[src/rtl/core/integer_to_ascii_padded_defines.svh]
// Assertion macros used by the integer-to-ASCII formatter RTL.
`ifndef INTEGER_TO_ASCII_PADDED_DEFINES_SVH
`define INTEGER_TO_ASCII_PADDED_DEFINES_SVH

// Same-cycle implication, checked on every rising clock edge out of reset.
`define ITOAP_ASSERT_NOW(label, ante, cons, msg) \
	label: assert property (@(posedge clk) disable iff (!arst_n) (ante) |-> (cons)) \
		else $error(msg);

// Next-cycle implication.
`define ITOAP_ASSERT_NEXT(label, ante, cons, msg) \
	label: assert property (@(posedge clk) disable iff (!arst_n) (ante) |=> (cons)) \
		else $error(msg);

`endif

[src/rtl/core/itoap_pkg.sv]
// Package: constants, types and helper functions of the integer-to-ASCII formatter.
`timescale 1ns / 1ps
package itoap_pkg;

	localparam int MAX_WIDTH  = 32;
	localparam int NUM_DIGITS = 10;
	localparam int VAL_W      = 32;
	localparam int WID_W      = 6;
	localparam int CNT_W      = $clog2(MAX_WIDTH + 1);
	localparam int DIG_IDX_W  = $clog2(NUM_DIGITS);
	localparam int LEN_W      = $clog2(NUM_DIGITS + 2);
	localparam int STEP_W     = $clog2(VAL_W);

	localparam logic [1:0] OP_SDEC = 2'd0;
	localparam logic [1:0] OP_UDEC = 2'd1;
	localparam logic [1:0] OP_LHEX = 2'd2;
	localparam logic [1:0] OP_UHEX = 2'd3;

	localparam logic [7:0] CH_ZERO  = 8'h30;
	localparam logic [7:0] CH_MINUS = 8'h2d;
	localparam logic [7:0] CH_SPACE = 8'h20;
	localparam logic [7:0] CH_LOW_A = 8'h61;
	localparam logic [7:0] CH_UP_A  = 8'h41;

	typedef logic [NUM_DIGITS-1:0][3:0] digit_vec_t;

	typedef struct packed {
		logic clear;
		logic step;
		logic dec;
	} chain_ctrl_t;

	typedef enum logic [2:0] {
		ST_IDLE,
		ST_CONV,
		ST_SIZE,
		ST_LEAD,
		ST_PADL,
		ST_SIGN,
		ST_DIGIT,
		ST_PADR
	} fmt_state_t;

	function automatic logic [7:0] digit_char(input logic [3:0] d, input logic upper);
		logic [7:0] base;
		base = upper ? CH_UP_A : CH_LOW_A;
		if (d < 4'd10) begin
			digit_char = CH_ZERO + {4'd0, d};
		end else begin
			digit_char = base + {4'd0, d - 4'd10};
		end
	endfunction

endpackage

[src/rtl/core/itoap_in_if.sv]
// Request channel carrying one value to format with its conversion flags.
`timescale 1ns / 1ps
interface itoap_in_if;
	logic        valid;
	logic        ready;
	logic [31:0] value;
	logic [1:0]  opcode;
	logic [5:0]  field_width;
	logic        left_justify;
	logic        zero_pad;

	modport source (output valid, value, opcode, field_width, left_justify, zero_pad,
		input ready);
	modport sink (input valid, value, opcode, field_width, left_justify, zero_pad,
		output ready);
endinterface

[src/rtl/core/itoap_out_if.sv]
// Character channel carrying one ASCII character and its end-of-field mark.
`timescale 1ns / 1ps
interface itoap_out_if;
	logic       valid;
	logic       ready;
	logic [7:0] out_char;
	logic       last;

	modport source (output valid, out_char, last, input ready);
	modport sink (input valid, out_char, last, output ready);
endinterface

[src/rtl/core/itoap_cell.sv]
// One digit cell: a 4-bit place that shifts in a bit per step, with add-3 fixup in decimal.
`timescale 1ns / 1ps
module itoap_cell (
	input  logic                  clk,
	input  itoap_pkg::chain_ctrl_t ctrl,
	input  logic                  bit_in,
	output logic                  carry_out,
	output logic [3:0]            digit
);
	import itoap_pkg::*;

	logic [3:0] digit_q;
	logic [3:0] adj;

	// Correct before the shift so the doubled digit carries into the next place.
	always_comb begin
		adj = digit_q;
		if (ctrl.dec && digit_q >= 4'd5) begin
			adj = digit_q + 4'd3;
		end
	end

	assign carry_out = adj[3];
	assign digit     = digit_q;

	always_ff @(posedge clk) begin
		if (ctrl.clear) begin
			digit_q <= '0;
		end else if (ctrl.step) begin
			digit_q <= {adj[2:0], bit_in};
		end
	end
endmodule

[src/rtl/core/itoap_chain.sv]
// Row of digit cells fed by the magnitude shift register; reports the significant digit count.
`timescale 1ns / 1ps
module itoap_chain (
	input  logic                         clk,
	input  itoap_pkg::chain_ctrl_t       ctrl,
	input  logic [itoap_pkg::VAL_W-1:0]  mag,
	output itoap_pkg::digit_vec_t        digits,
	output logic [itoap_pkg::LEN_W-1:0]  ndig
);
	import itoap_pkg::*;

	logic [VAL_W-1:0]      mag_q;
	logic [NUM_DIGITS:0]   carry;

	always_ff @(posedge clk) begin
		if (ctrl.clear) begin
			mag_q <= mag;
		end else if (ctrl.step) begin
			mag_q <= {mag_q[VAL_W-2:0], 1'b0};
		end
	end

	assign carry[0] = mag_q[VAL_W-1];

	for (genvar g = 0; g < NUM_DIGITS; g++) begin : g_cell
		itoap_cell u_cell (
			.clk       (clk),
			.ctrl      (ctrl),
			.bit_in    (carry[g]),
			.carry_out (carry[g+1]),
			.digit     (digits[g])
		);
	end

	// Highest nonzero place sets the length; zero still prints one digit.
	always_comb begin
		ndig = LEN_W'(1);
		for (int i = 0; i < NUM_DIGITS; i++) begin
			if (digits[i] != 4'd0) begin
				ndig = LEN_W'(i + 1);
			end
		end
	end

	logic unused_carry;
	assign unused_carry = carry[NUM_DIGITS];
endmodule

[src/rtl/core/integer_to_ascii_padded.sv]
// Conversion: after a request is accepted, the magnitude is shifted bit-serially through
// the digit cells, the field is sized, and then the first character is registered.
// Output: one character per cycle while chr.ready is high or the output register is empty;
// a new request is taken only when idle, after the last character of the field is emitted.
// Reset: arst_n clears the sequencer and the output valid; the block comes up idle.
`timescale 1ns / 1ps
`include "integer_to_ascii_padded_defines.svh"
module integer_to_ascii_padded (
	input logic         clk,
	input logic         arst_n,
	itoap_in_if.sink    item,
	itoap_out_if.source chr
);
	import itoap_pkg::*;

	fmt_state_t            state_q, state_d;
	logic [STEP_W-1:0]     bcnt_q, bcnt_d;
	logic [DIG_IDX_W-1:0]  dptr_q, dptr_d;
	logic [CNT_W-1:0]      pcnt_q, pcnt_d;
	logic [CNT_W-1:0]      rem_q, rem_d;
	logic [1:0]            op_q;
	logic [WID_W-1:0]      fw_q;
	logic                  lj_q, zp_q, neg_q, txtm_q, txtm_d;
	logic                  ov_q;
	logic [7:0]            ochar_q;
	logic                  olast_q;

	chain_ctrl_t           ctrl;
	digit_vec_t            digits;
	logic [LEN_W-1:0]      ndig;
	logic                  neg_in;
	logic [VAL_W-1:0]      mag_in;
	logic                  accept;

	logic                  out_load;
	logic                  emit;
	logic [7:0]            ch;
	logic [7:0]            padch;

	logic [CNT_W-1:0]      wsat, weff, pads, total, lentxt;
	logic                  lead;

	assign item.ready = (state_q == ST_IDLE);
	assign accept     = item.valid && item.ready;
	assign neg_in     = (item.opcode == OP_SDEC) && item.value[VAL_W-1];
	assign mag_in     = neg_in ? (VAL_W'(0) - item.value) : item.value;

	itoap_chain u_chain (
		.clk    (clk),
		.ctrl   (ctrl),
		.mag    (mag_in),
		.digits (digits),
		.ndig   (ndig)
	);

	// Field sizing from the converted digits.
	always_comb begin
		wsat   = (int'(fw_q) > MAX_WIDTH) ? CNT_W'(MAX_WIDTH) : CNT_W'(fw_q);
		lead   = neg_q && (wsat != '0) && zp_q;
		weff   = wsat - CNT_W'(lead);
		txtm_d = neg_q && !lead;
		lentxt = CNT_W'(ndig) + CNT_W'(txtm_d);
		pads   = (weff > lentxt) ? (weff - lentxt) : '0;
		total  = CNT_W'(lead) + pads + lentxt;
	end

	assign padch    = zp_q ? CH_ZERO : CH_SPACE;
	assign out_load = !ov_q || chr.ready;

	always_comb begin
		state_d    = state_q;
		bcnt_d     = bcnt_q;
		dptr_d     = dptr_q;
		pcnt_d     = pcnt_q;
		rem_d      = rem_q;
		ctrl       = '0;
		ctrl.dec   = !op_q[1];
		emit       = 1'b0;
		ch         = CH_SPACE;
		case (state_q)
			ST_IDLE: begin
				if (accept) begin
					ctrl.clear = 1'b1;
					bcnt_d     = '0;
					state_d    = ST_CONV;
				end
			end
			ST_CONV: begin
				ctrl.step = 1'b1;
				bcnt_d    = bcnt_q + 1'b1;
				if (bcnt_q == STEP_W'(VAL_W - 1)) begin
					state_d = ST_SIZE;
				end
			end
			ST_SIZE: begin
				dptr_d = DIG_IDX_W'(ndig - 1'b1);
				pcnt_d = pads;
				rem_d  = total;
				if (lead) begin
					state_d = ST_LEAD;
				end else if (pads != '0 && !lj_q) begin
					state_d = ST_PADL;
				end else if (txtm_d) begin
					state_d = ST_SIGN;
				end else begin
					state_d = ST_DIGIT;
				end
			end
			ST_LEAD: begin
				ch = CH_MINUS;
				if (out_load) begin
					emit = 1'b1;
					if (pcnt_q != '0 && !lj_q) begin
						state_d = ST_PADL;
					end else begin
						state_d = ST_DIGIT;
					end
				end
			end
			ST_PADL: begin
				ch = padch;
				if (out_load) begin
					emit   = 1'b1;
					pcnt_d = pcnt_q - 1'b1;
					if (pcnt_q == CNT_W'(1)) begin
						state_d = txtm_q ? ST_SIGN : ST_DIGIT;
					end
				end
			end
			ST_SIGN: begin
				ch = CH_MINUS;
				if (out_load) begin
					emit    = 1'b1;
					state_d = ST_DIGIT;
				end
			end
			ST_DIGIT: begin
				ch = digit_char(digits[dptr_q], op_q == OP_UHEX);
				if (out_load) begin
					emit = 1'b1;
					if (dptr_q == '0) begin
						state_d = (pcnt_q != '0 && lj_q) ? ST_PADR : ST_IDLE;
					end else begin
						dptr_d = dptr_q - 1'b1;
					end
				end
			end
			ST_PADR: begin
				ch = padch;
				if (out_load) begin
					emit   = 1'b1;
					pcnt_d = pcnt_q - 1'b1;
					if (pcnt_q == CNT_W'(1)) begin
						state_d = ST_IDLE;
					end
				end
			end
			default: begin
				state_d = ST_IDLE;
			end
		endcase
		if (emit) begin
			rem_d = rem_q - 1'b1;
		end
	end

	always_ff @(posedge clk or negedge arst_n) begin
		if (!arst_n) begin
			state_q <= ST_IDLE;
			bcnt_q  <= '0;
			dptr_q  <= '0;
			pcnt_q  <= '0;
			rem_q   <= '0;
			ov_q    <= 1'b0;
		end else begin
			state_q <= state_d;
			bcnt_q  <= bcnt_d;
			dptr_q  <= dptr_d;
			pcnt_q  <= pcnt_d;
			rem_q   <= rem_d;
			if (out_load) begin
				ov_q <= emit;
			end
		end
	end

	// Request fields and output payload.
	always_ff @(posedge clk) begin
		if (accept) begin
			op_q  <= item.opcode;
			fw_q  <= item.field_width;
			lj_q  <= item.left_justify;
			zp_q  <= item.zero_pad;
			neg_q <= neg_in;
		end
		if (state_q == ST_SIZE) begin
			txtm_q <= txtm_d;
		end
		if (out_load && emit) begin
			ochar_q <= ch;
			olast_q <= (rem_q == CNT_W'(1));
		end
	end

	assign chr.valid    = ov_q;
	assign chr.out_char = ochar_q;
	assign chr.last     = olast_q;

	`ITOAP_ASSERT_NEXT(a_accept_starts_conv, accept, state_q == ST_CONV, "accept did not start conversion")
	`ITOAP_ASSERT_NOW(a_idle_no_remaining, state_q == ST_IDLE, rem_q == '0, "idle with characters left")
	`ITOAP_ASSERT_NEXT(a_last_ends_field, emit && rem_q == CNT_W'(1), state_q == ST_IDLE, "last char did not end field")
	`ITOAP_ASSERT_NOW(a_emit_counts, emit, rem_q != '0, "character emitted beyond field length")
	`ITOAP_ASSERT_NOW(a_digit_ptr_range, state_q == ST_DIGIT, int'(dptr_q) < NUM_DIGITS, "digit pointer out of range")
endmodule
[src/flat_wrapper.sv]
// flat-port wrapper written by rule: the top's interface ports become plain ports
module integer_to_ascii_padded_flat import itoap_pkg::*;
  (clk, arst_n, item_valid, item_value, item_opcode, item_field_width, item_left_justify, item_zero_pad, item_ready, chr_valid, chr_out_char, chr_last, chr_ready);
  itoap_in_if item_i ();
  itoap_out_if chr_i ();
  input logic clk;
  input logic arst_n;
  input wire logic [$bits(item_i.valid)-1:0] item_valid;
  input wire logic [$bits(item_i.value)-1:0] item_value;
  input wire logic [$bits(item_i.opcode)-1:0] item_opcode;
  input wire logic [$bits(item_i.field_width)-1:0] item_field_width;
  input wire logic [$bits(item_i.left_justify)-1:0] item_left_justify;
  input wire logic [$bits(item_i.zero_pad)-1:0] item_zero_pad;
  output wire logic [$bits(item_i.ready)-1:0] item_ready;
  output wire logic [$bits(chr_i.valid)-1:0] chr_valid;
  output wire logic [$bits(chr_i.out_char)-1:0] chr_out_char;
  output wire logic [$bits(chr_i.last)-1:0] chr_last;
  input wire logic [$bits(chr_i.ready)-1:0] chr_ready;
  assign item_i.valid = item_valid;
  assign item_i.value = item_value;
  assign item_i.opcode = item_opcode;
  assign item_i.field_width = item_field_width;
  assign item_i.left_justify = item_left_justify;
  assign item_i.zero_pad = item_zero_pad;
  assign item_ready = item_i.ready;
  assign chr_valid = chr_i.valid;
  assign chr_out_char = chr_i.out_char;
  assign chr_last = chr_i.last;
  assign chr_i.ready = chr_ready;
  integer_to_ascii_padded u_core (.clk(clk), .arst_n(arst_n), .item(item_i), .chr(chr_i));
endmodule
[config.mk]
export PLATFORM = sky130hd
export DESIGN_NAME = integer_to_ascii_padded_flat
export DESIGN_NICKNAME = d
export VERILOG_FILES = /design/src/rtl/core/itoap_pkg.sv /design/src/rtl/core/itoap_in_if.sv /design/src/rtl/core/itoap_out_if.sv /design/src/rtl/core/itoap_cell.sv /design/src/rtl/core/itoap_chain.sv /design/src/rtl/core/integer_to_ascii_padded.sv /design/src/flat_wrapper.sv
export VERILOG_INCLUDE_DIRS = /design/src /design/src/rtl/core
export SDC_FILE = /design/constraint.sdc
export NUM_CORES = 1
export LEC_CHECK = 0
export ABC_AREA = 1
export BUFFER_PORTS_ARGS = -buffer_cell sky130_fd_sc_hd__buf_4
export CAP_MARGIN = 25
export CORE_MARGIN = 3
export CORE_UTILIZATION = 30
export CTS_CLUSTER_SIZE = 14
export DETAILED_ROUTE_END_ITERATION = 8
export PLACE_DENSITY = 0.49
export SLEW_MARGIN = 20
export SYNTH_ARGS = -nofsm -noshare
export SYNTH_HDL_FRONTEND = slang
export SYNTH_SLANG_ARGS = --single-unit
[constraint.sdc]
create_clock -name clk -period 12.4 [get_ports clk]
set_clock_uncertainty 0.1 [all_clocks]
set_input_delay 1.86 -clock clk [delete_from_list [all_inputs] [get_ports clk]]
set_output_delay 1.86 -clock clk [all_outputs]
set_load 0.01 [all_outputs]
==> summary.txt <==
Run status
  • Outcome: finished, final reports clean

Worst setup path
  • Worst-path fanout max: 8
  • CP endpoint kind: register
  • Setup crit start kind: register
  • Flop2flop setup slack: 7720 ps
  • CP Data Arrival Time: 4880 ps
  • Crit Path Category: register to register
  • Worst-case reg-to-reg path depth: 25
  • Worst path required time: about 13000 ps
  • Crit Reg-Reg Endpoint: u_core.rem_q[4]
  • R2R Path Start: u_core.fw_q[2]

Yosys
  • Ys Warns: 0
  • Synth Instances: 1047
  • Yosys reg bits: 117
  • Post-synth EDFFs: 52
  • Ys async rst share: 0.214
  • Area leader, netlist: edfxtp_1
  • Largest cells by area after synthesis: edfxtp_1 20%, dfxtp_1 10%, nand2_1 9.5%
  • Mapped cell area: approximately 8000 sq um
  • Top-area cell type share of the netlist area: 0.196
  • Top FF cell, synth: edfxtp_1
  • Seq/Total Area, Yosys: 0.375
  • Syn avg cell area: about 7.6 sq um
  • Synth unique cells: 50

Clocking
  • Num CTS Buffers: 17
  • CTS Root Cell: clkbuf_16
  • Post-CTS setup buffers: 0
  • CTS Hold Bufs: 0
  • Post-CTS sizing: 0
  • Clock sink count: roughly 120
  • H-Tree Depth: 4
  • Clock tree buffer depth: 2
  • Reg clk slew, reported paths: 60 ps
  • Clock latency on the worst-skew pair: around 420 ps
  • TritonCTS clock tree: done

Global routing
  • Gr usage total: 0.143
  • Global-route wire length before repair: 33.2 mm
  • Largest net degree at the start of global routing: slightly below 100
  • Initial antenna violation count: 0
  • GRT overflow: 0
  • Number of global-route vias before repair: 6674

Timing
  • Final worst path period share: 0.377
  • Max Slew Vio Count: 0
  • RSZ-0062 raised after global routing: no
  • Max Freq: 0.214 GHz
  • Final setup viols: 0
  • Min cycle time layout: approximately 4700 ps
  • Setup TNS: 0 ps
  • Worst Max-Slew Pin Slew: a little under 1000 ps
  • Hold Violations, Final: 0
  • Worst rel slew slack: 0.347

Run
  • Max-cap viol count: 0

Drt
  • DRC violations left: 0
  • Avg WL per Cell: 13.7 um
  • 1st-pass router iterations: 5
  • DRT iter0 DRCs: between 300 and 400
  • Via/cell ratio: between 4 and 5
  • ANT nets after route: 0
  • Via count: a little under 7000
  • Final WL: 19.8 mm

Floorplan
  • DIE HEIGHT: 169 um
  • Initial Util: 0.306
  • Core ar.: approximately 26000 sq um
  • Die area: around 29000 sq um
  • I/O pin count: 57
  • # rows: between 50 and 60
  • Die width: roughly 170 um

Hold path
  • Min-delay src: u_core.bcnt_q[4]
  • Worst Hold End: u_core.bcnt_q[4]
  • Hold depth: 2
  • Min-Delay Path Class: register to register

Place
  • Placed cell count: ~1400
  • I/O Buffers: 55
  • Post-DP HPWL: approximately 14 mm
  • Routability Congestion: approximately 0.84

Layout
  • Fillers: 2723
  • Finished Layout Cells: around 1400
  • ANT cells: 0
  • Share of layout cells above drive strength 1: 0.124
  • Area Overhead vs Synth: 16.8%
  • Fin nets: between 1000 and 1500

Power
  • Maximum VDD drop: around 110 uV
  • Leak: roughly 4.2 nW
  • PD cells: 270 nW/um^2
-- layout make-up --
cell class | instances | area (sq um) | share of cell area
Clock buffer | 25 | 529 | 0.0569
Clock inverter | 7 | 38.8 | 0.00417
Inverter | 153 | 574 | 0.0617
Multi-Input combinational cell | 748 | 4300 | 0.462
Sequential cell | 117 | 2990 | 0.321
Tap cell | 335 | 419 | 0.0450
Timing Repair Buffer | 59 | 455 | 0.0489
-- registers in the layout, summed over array words and instances (netlist names) --
signal                              cells
u_core.chr.valid                        1
u_core.chr.out_char                     7
u_core.u_chain.g_cell.u_cell.digit     40
u_core.neg_q                            1
u_core.chr.last                         1
u_core.rem_q                            6
u_core.u_chain.mag_q                   32
u_core.lj_q                             1
u_core.fw_q                             6
u_core.txtm_q                           1
u_core.bcnt_q                           5
u_core.zp_q                             1
u_core.op_q                             2
u_core.dptr_q                           4
u_core.state_q                          3
u_core.pcnt_q                           6
-- metal layers --
metal  share of wire  routed length, um  track usage  vias up
met1            0.50               9970        0.200     3190
met2            0.44               8680        0.222      115
li1                -                  -            -     3574
met3           0.046                912       0.0348       14
met4           0.010                203       0.0381        0
met5               0                  0            0        -
-- critical path, cell delays in order, from the launching register on --
cell      delay, ps
edfxtp_1        440
nor2_1           90
nand3_2         100
nor2_1           50
nor3_1          550
nor2_1          170
ha_1            270
ha_1            230
nand3_1         140
nand2_1         120
ha_1            210
a21oi_1         190
nor2_1           60
nor3_1          210
nand2_2         130
nand2_4         140
o21ai_0         100
ha_1            200
inv_1            60
nand2_2          80
fa_1            440
nand4_1         110
nand2_1          70
or2_0           190
nand3_1          70
nand3_1          60
-- where the power goes --
part / switching (W) / total (W) / leakage (nW) / internal [W]
Combinational: 0.000810 / 0.00126 / 2.79 / 0.000454
Clock: 0.000181 / 0.000475 / 0.283 / 0.000295
Sequential: 0.000142 / 0.000777 / 1.13 / 0.000635
-- layout by cell type (no fill, tap or decap), types with 3 or more instances in the layout --
master,n
nor2_4,4
or2_2,3
xor2_1,49
o211ai_1,30
inv_2,9
nand2_2,10
edfxtp_1,52
nor3_2,3
a211oi_1,5
nand4_1,5
buf_4,58
dfxtp_1,40
a21oi_1,59
nand3_1,39
dfrtp_1,25
nor2_1,88
clkbuf_1,4
clkinv_1,4
nor2_2,7
clkinv_2,5
o21ai_0,120
nand4_2,3
nand2_1,201
clkbuf_16,20
o311ai_0,7
xnor2_1,13
nand2_4,4
nand3b_1,4
conb_1,3
nand3_2,5
ha_1,44
o21ai_1,5
nor3_1,14
inv_1,140
-- stage by stage --
step	hold WS, ps	utilization	setup slack [ps]	total power, W	cell area (sq um)
2_1_floorplan	375	-	8010	0.00171	7980
3_3_place_gp	388	0.335	7770	0.00204	8720
3_5_place_dp	403	0.335	7670	0.00204	8720
5_1_grt	451	0.357	7090	0.00279	9310
6_report	408	0.357	7720	0.00252	9310
4_1_cts	414	0.356	7650	0.00253	9290
-- cells by family after synthesis --
| family | synth area share |
|---|---|
| XOR/XNOR | 0.0681 |
| AND/OR/NAND/NOR | 0.221 |
| AO/OA/AOI/OAI | 0.174 |
| adder cells (fa/ha/maj) | 0.0741 |
| flip-flops | 0.375 |
| other | 0.000942 |
| buffers and inverters | 0.0866 |
-- worst max-delay path by stage --
stage / from / endpoint
2_1_floorplan: item_valid / u_core.u_chain.mag_q[0]
5_1_grt: u_core.u_chain.g_cell[2].u_cell.digit[0] / u_core.rem_q[4]
3_3_place_gp: u_core.u_chain.g_cell[2].u_cell.digit[0] / u_core.rem_q[4]
6_report: u_core.fw_q[2] / u_core.rem_q[4]
3_5_place_dp: u_core.fw_q[2] / u_core.rem_q[4]
4_1_cts: u_core.fw_q[2] / u_core.rem_q[4]
-- cells in the mapped netlist (all sizes together), types with 4 or more instances --
cell type,number
nand2,215
inv,149
o21ai,126
nor2,99
a21oi,59
edfxtp,52
xor2,49
ha,44
nand3,44
dfxtp,40
o211ai,30
clkbuf,28
dfrtp,25
nor3,17
xnor2,13
nand4,8
o311ai,7
a211oi,5
or2,5
clkinv,4
nand3b,4
Power figures use the tool's default switching activity.
